**src/rtl/core/saf_pkg.sv**
```systemverilog
// ----------------------------------------------------------------------------
// saf_pkg: shared types and constants for the stop-and-go feed controller
// Holds the register map, move modes, the fixed-width configuration and
// result words, and small helpers used by the core modules.
// ----------------------------------------------------------------------------
package saf_pkg;

	// Default widths of position and tick counts
	localparam int POSITION_BITS_DEF = 21;
	localparam int TICK_BITS_DEF     = 16;

	// Configuration register indexes
	localparam logic [2:0] REG_MOVE_MODE       = 3'd0;
	localparam logic [2:0] REG_TARGET_COUNTS   = 3'd1;
	localparam logic [2:0] REG_DRIVE_DUTY      = 3'd2;
	localparam logic [2:0] REG_GO_TICKS        = 3'd3;
	localparam logic [2:0] REG_STOP_TICKS      = 3'd4;
	localparam logic [2:0] REG_SENSE_INTERVAL  = 3'd5;
	localparam logic [2:0] REG_SPEED_THRESHOLD = 3'd6;
	localparam logic [2:0] REG_TIMEOUT_TICKS   = 3'd7;

	localparam logic [15:0] TIMEOUT_RESET = 16'hFFFF;

	// Request kinds carried on the input word
	localparam logic REQ_START = 1'b0;
	localparam logic REQ_TICK  = 1'b1;

	// Move modes; the unused code behaves as plain drive
	typedef enum logic [1:0] {
		MODE_PLAIN  = 2'd0,
		MODE_TIMED  = 2'd1,
		MODE_SENSED = 2'd2
	} mode_t;

	// Fixed-width configuration registers (target travels separately)
	typedef struct packed {
		logic [1:0]  move_mode;
		logic [9:0]  drive_duty;
		logic [7:0]  go_ticks;
		logic [7:0]  stop_ticks;
		logic [7:0]  sense_interval;
		logic [15:0] speed_threshold;
		logic [15:0] timeout_ticks;
	} cfg_t;

	// One result word, first field in the highest bits
	typedef struct packed {
		logic [15:0] elapsed_ticks;
		logic        timed_out;
		logic        move_done;
		logic [9:0]  motor_duty;
		logic        drive_reverse;
		logic        drive_on;
	} res_t;

	// Saturating 8-bit increment
	function automatic logic [7:0] sat_inc8(input logic [7:0] c);
		sat_inc8 = (&c) ? c : c + 8'd1;
	endfunction

endpackage

```
**src/rtl/core/saf_cfg_regs.sv**
```systemverilog
// ----------------------------------------------------------------------------
// saf_cfg_regs: configuration register file
// Decodes the write port into the move registers. Unknown indexes are
// dropped; there is no read-back.
// ----------------------------------------------------------------------------
module saf_cfg_regs #(
	parameter int POSITION_BITS = saf_pkg::POSITION_BITS_DEF,
	parameter int CFG_W         = (POSITION_BITS > 16) ? POSITION_BITS : 16
) (
	input  logic                            clk,
	input  logic                            arst_n,
	input  logic                            cfg_we,
	input  logic [2:0]                      cfg_index,
	input  logic [CFG_W-1:0]                cfg_wdata,
	output saf_pkg::cfg_t                   cfg,
	output logic signed [POSITION_BITS-1:0] target_counts
);
	import saf_pkg::*;

	cfg_t                            cfg_q;
	logic signed [POSITION_BITS-1:0] target_q;

	// Write the addressed register
	always_ff @(posedge clk or negedge arst_n) begin
		if (!arst_n) begin
			cfg_q                 <= '0;
			cfg_q.timeout_ticks   <= TIMEOUT_RESET;
			target_q              <= '0;
		end else if (cfg_we) begin
			unique case (cfg_index)
				REG_MOVE_MODE:       cfg_q.move_mode       <= cfg_wdata[1:0];
				REG_TARGET_COUNTS:   target_q              <= cfg_wdata[POSITION_BITS-1:0];
				REG_DRIVE_DUTY:      cfg_q.drive_duty      <= cfg_wdata[9:0];
				REG_GO_TICKS:        cfg_q.go_ticks        <= cfg_wdata[7:0];
				REG_STOP_TICKS:      cfg_q.stop_ticks      <= cfg_wdata[7:0];
				REG_SENSE_INTERVAL:  cfg_q.sense_interval  <= cfg_wdata[7:0];
				REG_SPEED_THRESHOLD: cfg_q.speed_threshold <= cfg_wdata[15:0];
				REG_TIMEOUT_TICKS:   cfg_q.timeout_ticks   <= cfg_wdata[15:0];
				default: ;
			endcase
		end
	end

	assign cfg           = cfg_q;
	assign target_counts = target_q;

endmodule

```
**src/rtl/core/saf_move_step.sv**
```systemverilog
// ----------------------------------------------------------------------------
// saf_move_step: move state and per-word step logic
// Holds the move state and, for the word presented with step_en, computes
// the next state and the result word in one pass of compare logic.
// ----------------------------------------------------------------------------
module saf_move_step #(
	parameter int POSITION_BITS = saf_pkg::POSITION_BITS_DEF,
	parameter int TICK_BITS     = saf_pkg::TICK_BITS_DEF
) (
	input  logic                            clk,
	input  logic                            arst_n,
	input  logic                            step_en,
	input  logic                            req_type,
	input  logic signed [POSITION_BITS-1:0] encoder_count,
	input  saf_pkg::cfg_t                   cfg,
	input  logic signed [POSITION_BITS-1:0] target_counts,
	output saf_pkg::res_t                   result
);
	import saf_pkg::*;

	localparam int GW  = (POSITION_BITS + 1 > 17) ? POSITION_BITS + 1 : 17;
	localparam int TCW = (TICK_BITS > 16) ? TICK_BITS : 16;

	// Move state
	logic                            active_q, paused_q, timeout_q;
	logic [7:0]                      go_q, pause_q;
	logic signed [POSITION_BITS-1:0] prev_q;
	logic [TICK_BITS-1:0]            tick_q;

	logic                            active_n, paused_n, timeout_n;
	logic [7:0]                      go_n, pause_n;
	logic signed [POSITION_BITS-1:0] prev_n;
	logic [TICK_BITS-1:0]            tick_n;

	// Starting point of this step: cleared on a start word
	logic                            start, run;
	logic                            cur_paused;
	logic [7:0]                      cur_go, cur_pause;
	logic signed [POSITION_BITS-1:0] cur_prev, pos;
	logic [TICK_BITS-1:0]            cur_tick;
	logic [POSITION_BITS-1:0]        pos_mag, tgt_mag, prev_mag;
	logic signed [GW-1:0]            gain, thresh;
	logic [TCW-1:0]                  tick_ext;
	logic                            reached, expired;
	logic                            drive;

	assign start      = step_en && (req_type == REQ_START);
	assign run        = step_en && (start || active_q);
	assign cur_paused = start ? 1'b0 : paused_q;
	assign cur_go     = start ? 8'd0 : go_q;
	assign cur_pause  = start ? 8'd0 : pause_q;
	assign cur_prev   = start ? '0 : prev_q;
	assign cur_tick   = start ? '0 : ((&tick_q) ? tick_q : tick_q + TICK_BITS'(1));
	assign pos        = start ? '0 : encoder_count;

	// Absolute counts; the most negative value maps to its magnitude unsigned
	assign pos_mag  = pos[POSITION_BITS-1] ? (~pos + 1'b1) : pos;
	assign tgt_mag  = target_counts[POSITION_BITS-1] ? (~target_counts + 1'b1) : target_counts;
	assign prev_mag = cur_prev[POSITION_BITS-1] ? (~cur_prev + 1'b1) : cur_prev;

	assign gain     = $signed(GW'(pos_mag)) - $signed(GW'(prev_mag));
	assign thresh   = $signed(GW'(cfg.speed_threshold));
	assign reached  = pos_mag >= tgt_mag;
	assign expired  = TCW'(cur_tick) >= TCW'(cfg.timeout_ticks);

	// Next state of the move
	always_comb begin
		active_n  = active_q;
		paused_n  = paused_q;
		timeout_n = timeout_q;
		go_n      = go_q;
		pause_n   = pause_q;
		prev_n    = prev_q;
		tick_n    = tick_q;
		if (run) begin
			active_n  = 1'b1;
			paused_n  = cur_paused;
			timeout_n = start ? 1'b0 : timeout_q;
			go_n      = cur_go;
			pause_n   = cur_pause;
			prev_n    = cur_prev;
			tick_n    = cur_tick;
			if (reached) begin
				active_n = 1'b0;
				paused_n = 1'b0;
			end else if (expired) begin
				active_n  = 1'b0;
				paused_n  = 1'b0;
				timeout_n = 1'b1;
			end else if (cfg.move_mode == MODE_TIMED || cfg.move_mode == MODE_SENSED) begin
				if (cur_paused) begin
					// Count out the pause, resume when it is over
					if (cur_pause >= cfg.stop_ticks) begin
						paused_n = 1'b0;
						pause_n  = sat_inc8(8'd0);
					end else begin
						pause_n  = sat_inc8(cur_pause);
					end
				end else if (cfg.move_mode == MODE_TIMED) begin
					// Go phase of fixed length
					if (cur_go >= cfg.go_ticks) begin
						paused_n = 1'b1;
						go_n     = sat_inc8(8'd0);
					end else begin
						go_n     = sat_inc8(cur_go);
					end
				end else begin
					// Sample progress once per sensing interval
					if (cur_go >= cfg.sense_interval) begin
						paused_n = gain < thresh;
						prev_n   = pos;
						go_n     = sat_inc8(8'd0);
					end else begin
						go_n     = sat_inc8(cur_go);
					end
				end
			end
		end
	end

	// Hold the move state
	always_ff @(posedge clk or negedge arst_n) begin
		if (!arst_n) begin
			active_q  <= 1'b0;
			paused_q  <= 1'b0;
			timeout_q <= 1'b0;
			go_q      <= '0;
			pause_q   <= '0;
			prev_q    <= '0;
			tick_q    <= '0;
		end else if (step_en) begin
			active_q  <= active_n;
			paused_q  <= paused_n;
			timeout_q <= timeout_n;
			go_q      <= go_n;
			pause_q   <= pause_n;
			prev_q    <= prev_n;
			tick_q    <= tick_n;
		end
	end

	// Result word from the state after the step
	assign drive    = active_n && !paused_n;
	assign tick_ext = TCW'(tick_n);

	always_comb begin
		result.drive_on      = drive;
		result.drive_reverse = drive && target_counts[POSITION_BITS-1];
		result.motor_duty    = drive ? cfg.drive_duty : 10'd0;
		result.move_done     = !active_n;
		result.timed_out     = !active_n && timeout_n;
		result.elapsed_ticks = tick_ext[15:0];
	end

	// A pause only exists inside a move
	a_pause_in_move: assert property (@(posedge clk) disable iff (!arst_n)
		paused_q |-> active_q)
		else $error("paused while no move is active");

	// The timeout flag is only left standing after the move ended
	a_timeout_ends_move: assert property (@(posedge clk) disable iff (!arst_n)
		timeout_q |-> !active_q)
		else $error("timeout flag set on an active move");

	// A tick outside a move leaves the tick count alone
	a_idle_tick_holds: assert property (@(posedge clk) disable iff (!arst_n)
		(step_en && req_type == REQ_TICK && !active_q) |=> tick_q == $past(tick_q))
		else $error("idle tick changed the tick count");

endmodule

```
**src/rtl/core/stop_and_go_feed_controller_core.sv**
```systemverilog
// ----------------------------------------------------------------------------
// stop_and_go_feed_controller_core: feed motor move controller
// Input stage, move step logic and output register, taking one word per cycle while the receiver does not stall.
// ----------------------------------------------------------------------------
// Usage:
//  Input stream s_axis: tuser is the request kind (0 start a move, 1 one tick),
//  tdata holds the signed encoder count since move start. Every input word
//  gives exactly one result word on m_axis: drive enable, direction, duty,
//  move done, timeout flag and the saturating tick count.
//  Configuration is a plain write port (cfg_we, cfg_index, cfg_wdata); the user
//  must write it only while no word is in flight, which the block itself does
//  not enforce; register changes apply to the next word. A result word passes
//  through the input register, then the result register, before it shows on
//  m_axis. Throughput: one word per cycle while the receiver does not stall,
//  set by the compare logic between the two registers.
//  Reset clears the move state (move_done reads 1), all configuration registers
//  to zero except the timeout, which comes up at all ones.
//  When the receiver stalls, the result register holds; the input register
//  still takes one more word, and s_axis_tready drops only when both are full.
// ----------------------------------------------------------------------------
module stop_and_go_feed_controller_core #(
	parameter int POSITION_BITS = saf_pkg::POSITION_BITS_DEF,
	parameter int TICK_BITS     = saf_pkg::TICK_BITS_DEF,
	parameter int IN_W          = ((POSITION_BITS + 7) / 8) * 8,
	parameter int CFG_W         = (POSITION_BITS > 16) ? POSITION_BITS : 16
) (
	input  logic             clk,
	input  logic             arst_n,
	input  logic             s_axis_tvalid,
	output logic             s_axis_tready,
	input  logic [IN_W-1:0]  s_axis_tdata,   // encoder_count
	input  logic             s_axis_tuser,   // req_type
	output logic             m_axis_tvalid,
	input  logic             m_axis_tready,
	// drive_on, drive_reverse, motor_duty, move_done, timed_out, elapsed_ticks
	output logic [31:0]      m_axis_tdata,
	input  logic             cfg_we,
	input  logic [2:0]       cfg_index,
	input  logic [CFG_W-1:0] cfg_wdata
);
	import saf_pkg::*;

	cfg_t                            cfg;
	logic signed [POSITION_BITS-1:0] target_counts;
	res_t                            step_res;
	res_t                            res_q;

	logic                            in_valid_s1;
	logic                            req_type_s1;
	logic signed [POSITION_BITS-1:0] count_s1;
	logic                            out_valid_q;
	logic                            advance;

	saf_cfg_regs #(
		.POSITION_BITS (POSITION_BITS),
		.CFG_W         (CFG_W)
	) u_cfg (
		.clk           (clk),
		.arst_n        (arst_n),
		.cfg_we        (cfg_we),
		.cfg_index     (cfg_index),
		.cfg_wdata     (cfg_wdata),
		.cfg           (cfg),
		.target_counts (target_counts)
	);

	// Step the held word into the result register when it is free
	assign advance       = in_valid_s1 && (!out_valid_q || m_axis_tready);
	assign s_axis_tready = !in_valid_s1 || advance;

	// Input register
	always_ff @(posedge clk or negedge arst_n) begin
		if (!arst_n) begin
			in_valid_s1 <= 1'b0;
		end else if (s_axis_tready) begin
			in_valid_s1 <= s_axis_tvalid;
		end
	end

	always_ff @(posedge clk) begin
		if (s_axis_tready && s_axis_tvalid) begin
			req_type_s1 <= s_axis_tuser;
			count_s1    <= s_axis_tdata[POSITION_BITS-1:0];
		end
	end

	saf_move_step #(
		.POSITION_BITS (POSITION_BITS),
		.TICK_BITS     (TICK_BITS)
	) u_step (
		.clk           (clk),
		.arst_n        (arst_n),
		.step_en       (advance),
		.req_type      (req_type_s1),
		.encoder_count (count_s1),
		.cfg           (cfg),
		.target_counts (target_counts),
		.result        (step_res)
	);

	// Result register: load on advance, drop once taken
	always_ff @(posedge clk or negedge arst_n) begin
		if (!arst_n) begin
			out_valid_q <= 1'b0;
		end else if (advance) begin
			out_valid_q <= 1'b1;
		end else if (m_axis_tready) begin
			out_valid_q <= 1'b0;
		end
	end

	always_ff @(posedge clk) begin
		if (advance) begin
			res_q <= step_res;
		end
	end

	assign m_axis_tvalid = out_valid_q;
	assign m_axis_tdata  = {2'b00, res_q};

	// Input side only stalls with a word held behind a stalled result
	a_stall_only_full: assert property (@(posedge clk) disable iff (!arst_n)
		!s_axis_tready |-> (in_valid_s1 && out_valid_q && !m_axis_tready))
		else $error("input stalled with room in the pipeline");

	// A finished move never drives the motor
	a_done_not_driving: assert property (@(posedge clk) disable iff (!arst_n)
		m_axis_tvalid |-> !(res_q.drive_on && res_q.move_done))
		else $error("motor driven on a finished move");

	// Reverse and duty only show while driving
	a_idle_outputs_zero: assert property (@(posedge clk) disable iff (!arst_n)
		(m_axis_tvalid && !res_q.drive_on) |->
			(!res_q.drive_reverse && res_q.motor_duty == 10'd0))
		else $error("direction or duty set while stopped");

endmodule
```
**config.mk**
```make
export PLATFORM = sky130hd
export DESIGN_NAME = stop_and_go_feed_controller_core
export DESIGN_NICKNAME = d
export VERILOG_FILES = /design/src/rtl/core/saf_pkg.sv /design/src/rtl/core/saf_cfg_regs.sv /design/src/rtl/core/saf_move_step.sv /design/src/rtl/core/stop_and_go_feed_controller_core.sv
export SDC_FILE = /design/constraint.sdc
export NUM_CORES = 1
export LEC_CHECK = 0
export ABC_AREA = 1
export BUFFER_PORTS_ARGS = -buffer_cell sky130_fd_sc_hd__buf_2
export CAP_MARGIN = 20
export CORE_MARGIN = 8
export CORE_UTILIZATION = 30
export DETAILED_ROUTE_END_ITERATION = 10
export SYNTH_ARGS = -nofsm -noshare
export SYNTH_HDL_FRONTEND = slang
export SYNTH_HIERARCHICAL = 1
export SYNTH_SLANG_ARGS = --single-unit
```
**constraint.sdc**
```tcl
create_clock -name clk -period 10.3 [get_ports clk]
set_clock_uncertainty 0.05 [all_clocks]
set_input_delay 2.06 -clock clk [delete_from_list [all_inputs] [get_ports clk]]
set_output_delay 2.06 -clock clk [all_outputs]
set_load 0.01 [all_outputs]
```
==> results by group <==
Power and ir drop
  • Leak pwr: 8.060 nW
  • Net Sw Frac: 47.13%
  • Int Pwr: 2.073 mW
  • Switching power: 1.848 mW
  • Peak VDD IR: 0.0001402 V
  • Sequential share of power: 28.9%
  • Power share of the clock group: 18.3%
  • Power per Cell Area: 247.8 nW/µm²
  • Comb pwr share: 52.9%

Hold path
  • Hold path start: u_cfg/cfg[2]
  • Hold depth: 2
  • Hold Path End: u_cfg/cfg[2]
  • Worst Hold Class: reg2reg

Routing
  • DRT iter0 DRCs: 1,037
  • Vias per cell: 4.796
  • Routed WL per cell: 15.24 µm
  • Remaining DRCs: 0
  • Total vias in the final route: 12,854
  • Final WL: 40.85 mm
  • Final ANT Viol Nets: 0
  • DR pass1 iterations: 5

Critical path
  • R2R cell count: 33
  • WP buf/inv: 3
  • CP Data Required Time: 10.48 ns
  • Worst setup SP type: input port
  • CP delay by family, top: simple AND/OR/NAND/NOR gates
  • R2r startpoint: in_valid_s1
  • Reg2reg end: m_axis_tdata[1]
  • Worst reg-to-reg setup slack: 3.99 ns
  • Max FO, Critical Path: 33
  • Critical-path top delay cell: o21ai_0
  • Setup CP Type: in2reg
  • CP dominant cell by count: nand2_1
  • CP arrival: 7.77 ns
  • Crit-path max cell delay: 0.51 ns
  • Setup crit end kind: flip-flop

CTS
  • Clock buffer count from CTS: 17
  • CTS Root Cell: clkbuf_16
  • Worst-skew pair later-pin latency: 0.48 ns
  • Postcts setup bufs: 0
  • Htree depth: 4
  • CTS resizes: 0
  • Clk buf depth: 2
  • Hold_buf cts: 0
  • CTS tree: built
  • Clock-pin slew on the worst setup and hold paths: 0.09 ns
  • Sink Count: 199

GRT
  • Number of global-route vias before repair: 12,243
  • Tot GR Track Use: 15.15%
  • Global-route wire length before repair: 65.75 mm
  • Initial antenna violation count: 0
  • Total global routing overflow: 0
  • Pin count of the biggest net entering global routing: 77

Floorplan
  • Core Area: 47,350 µm²
  • Site row count: 80
  • Die area: 54,890 µm²
  • Top Ports: 88
  • Die X-Extent: 234.3 µm
  • Initial Util: 30.19%
  • Die Y: 234.3 µm

Synthesis
  • Top cell type's share of synthesized area: 22.93%
  • Share of synthesized registers carrying an async set or reset: 73.87%
  • Main area contributors after synthesis: dfrtp_1 23%, nand2_1 18%, edfxtp_1 11%, ha_1 8.8%, inv_1 6.4%
  • Synthesized instance count: 2,001
  • Post-synth top area cell: dfrtp_1
  • Register area share after synthesis: 36.80%
  • Synthesized area: 14,290 µm²
  • Distinct cell type count after synthesis: 56
  • Syn avg cell area: 7.143 µm²
  • Number of synthesized flops with an enable pin: 52
  • Ys flop type: dfrtp_1
  • Yosys warnings: 6
  • Yosys reg bits: 199

Timing
  • Final Hold Vio Count: 0
  • Fin Setup TNS: 0 ns
  • Worst-Margin Slew: 0.9351 ns
  • Fmax: 0.1318 GHz
  • Unrepaired setup endpoints after global routing: false
  • Setup violations, final: 0
  • Final period util: 73.68%
  • Max-slew violations: 0
  • Final worst path period need: 7.589 ns
  • Slew HR: 37.66%

Final layout
  • Fraction of layout cells with a size suffix above 1: 11.72%
  • Area growth syn-to-layout: 10.68%
  • Final Cell Area: 15,820 µm²
  • Diodes inserted: 0
  • NumNets Final: 2,207

Placed design
  • Gpl congestion: 0.8976
  • I/O Buffers: 82
  • Placed cell area: 15,200 µm²
  • Post-DP HPWL: 30.63 mm

Run
  • MaxCap Viol Count: 0

Status
  • Outcome: complete, no violations
tightest hold or removal path: cells and delay by family (launching register included):
family | cells | cell delay (ns)
simple gates | 2 | 0.09
flops | 1 | 0.37
state kept, by name (all words and copies together) (netlist names):
name                 cells
u_cfg/cfg               68
m_axis_tdata            30
count_s1                21
u_cfg/target_counts     21
u_step/prev_q           21
u_step/tick_q           16
u_step/go_q              8
u_step/pause_q           8
in_valid_s1              1
m_axis_tvalid            1
req_type_s1              1
u_step/active_q          1
u_step/paused_q          1
u_step/timeout_q         1
power groups by stage:
| stage | logic, mW | registers [mW] | clock network (mW) |
|---|---|---|---|
| finish | 2.07 | 1.13 | 0.716 |
| global route | 2.38 | 1.16 | 0.762 |
| CTS | 2.07 | 1.13 | 0.738 |
| detailed placement | 2.06 | 1.14 | 0 |
| global placement | 2.00 | 1.14 | 0 |
| floorplan | 1.59 | 1.12 | 0 |
per-stage QoR:
stage | utilization [%] | power [mW] | cells | hold WS, ns | setup slack, ns
floorplan | - | 2.704 | 2002 | 0.3919 | 1.507
global placement | 32.10 | 3.143 | 2648 | 0.4044 | 2.425
detailed placement | 32.10 | 3.199 | 2648 | 0.4044 | 2.334
CTS | 33.41 | 3.935 | 2680 | 0.4177 | 2.822
global route | 33.41 | 4.294 | 2680 | 0.4376 | 2.365
finish | 33.41 | 3.921 | 2680 | 0.4165 | 2.711
cell usage after synthesis, drive strengths merged (2+ instances only):
cell,n
a2111oi,3
a211oi,4
a21boi,2
a21o,4
a21oi,77
a31oi,11
buf,39
clkbuf,22
clkinv,3
dfrtp,131
dfstp,16
edfxtp,52
ha,100
inv,270
mux2,2
nand2,711
nand3,132
nand3b,4
nand4,20
nor2,146
nor3,25
nor4,3
o2111ai,5
o211ai,2
o21ai,149
o22ai,2
o31ai,7
or2,4
or3,2
xnor2,12
xor2,34
worst max-delay path by stage:
stage / from / to / slack, ns / cells past startpoint
floorplan: m_axis_tready / m_axis_tdata[0] / 1.51 / 41
global placement: m_axis_tready / m_axis_tdata[1] / 2.42 / 34
detailed placement: m_axis_tready / m_axis_tdata[11] / 2.33 / 34
CTS: m_axis_tready / m_axis_tdata[1] / 2.82 / 34
global route: m_axis_tready / m_axis_tdata[1] / 2.36 / 34
finish: m_axis_tready / m_axis_tdata[1] / 2.71 / 34
cells by family (layout without fill, tap and decap cells):
family	Yosys count	in the layout	synth area share, %
xor gates and xnor gates	46	46	2.819
AOI/OAI and AO/OA	268	268	10.43
muxes	3	3	0.2276
DFF	199	199	36.80
and+or+nand+nor	1049	1049	30.94
adders and majority gates	101	101	8.894
buffers and inverters	334	397	9.856
other	1	2	0.02624
cell usage in the layout (no fill, tap or decap), types with 4 or more instances in the layout:
cell and instances:
buf_4 10, xnor2_1 12, inv_8 4, a21oi_1 75
o2111ai_1 5, clkinv_8 4, buf_2 81, inv_1 243
nor2_1 126, clkbuf_16 17, o21ai_1 22, nand2_1 678
nand2_4 4, nor2_4 6, o31ai_1 7, nor3_1 24
edfxtp_1 52, a21o_1 4, dfrtp_1 131, nand4_1 20
xor2_1 34, inv_2 26, nor2_2 14, nand3_1 129
nand3b_1 4, ha_1 100, a31oi_1 11, nand2_2 29
dfstp_2 16, o21ai_2 11, o21ai_0 116, a211oi_1 4
cell type report:
cell class / count / area, µm²
clock buffer: 18 / 439.2
clock inverter: 14 / 185.2
fill: 4985 / 31530
inverter: 273 / 1027
multi-input combinational: 1469 / 7647
sequential: 199 / 5260
tap: 615 / 769.5
timing repair buffer: 92 / 491.7
metal layers:
metal  track usage, %  vias to the layer above  share of wire, %
li1                 -                     6512                 -
met1            20.63                     6025                47
met2            24.80                      288                47
met3            2.020                       29               4.5
met4            4.444                        0               1.6
met5                0                        -                 0
(Power assumes the default switching activity.)
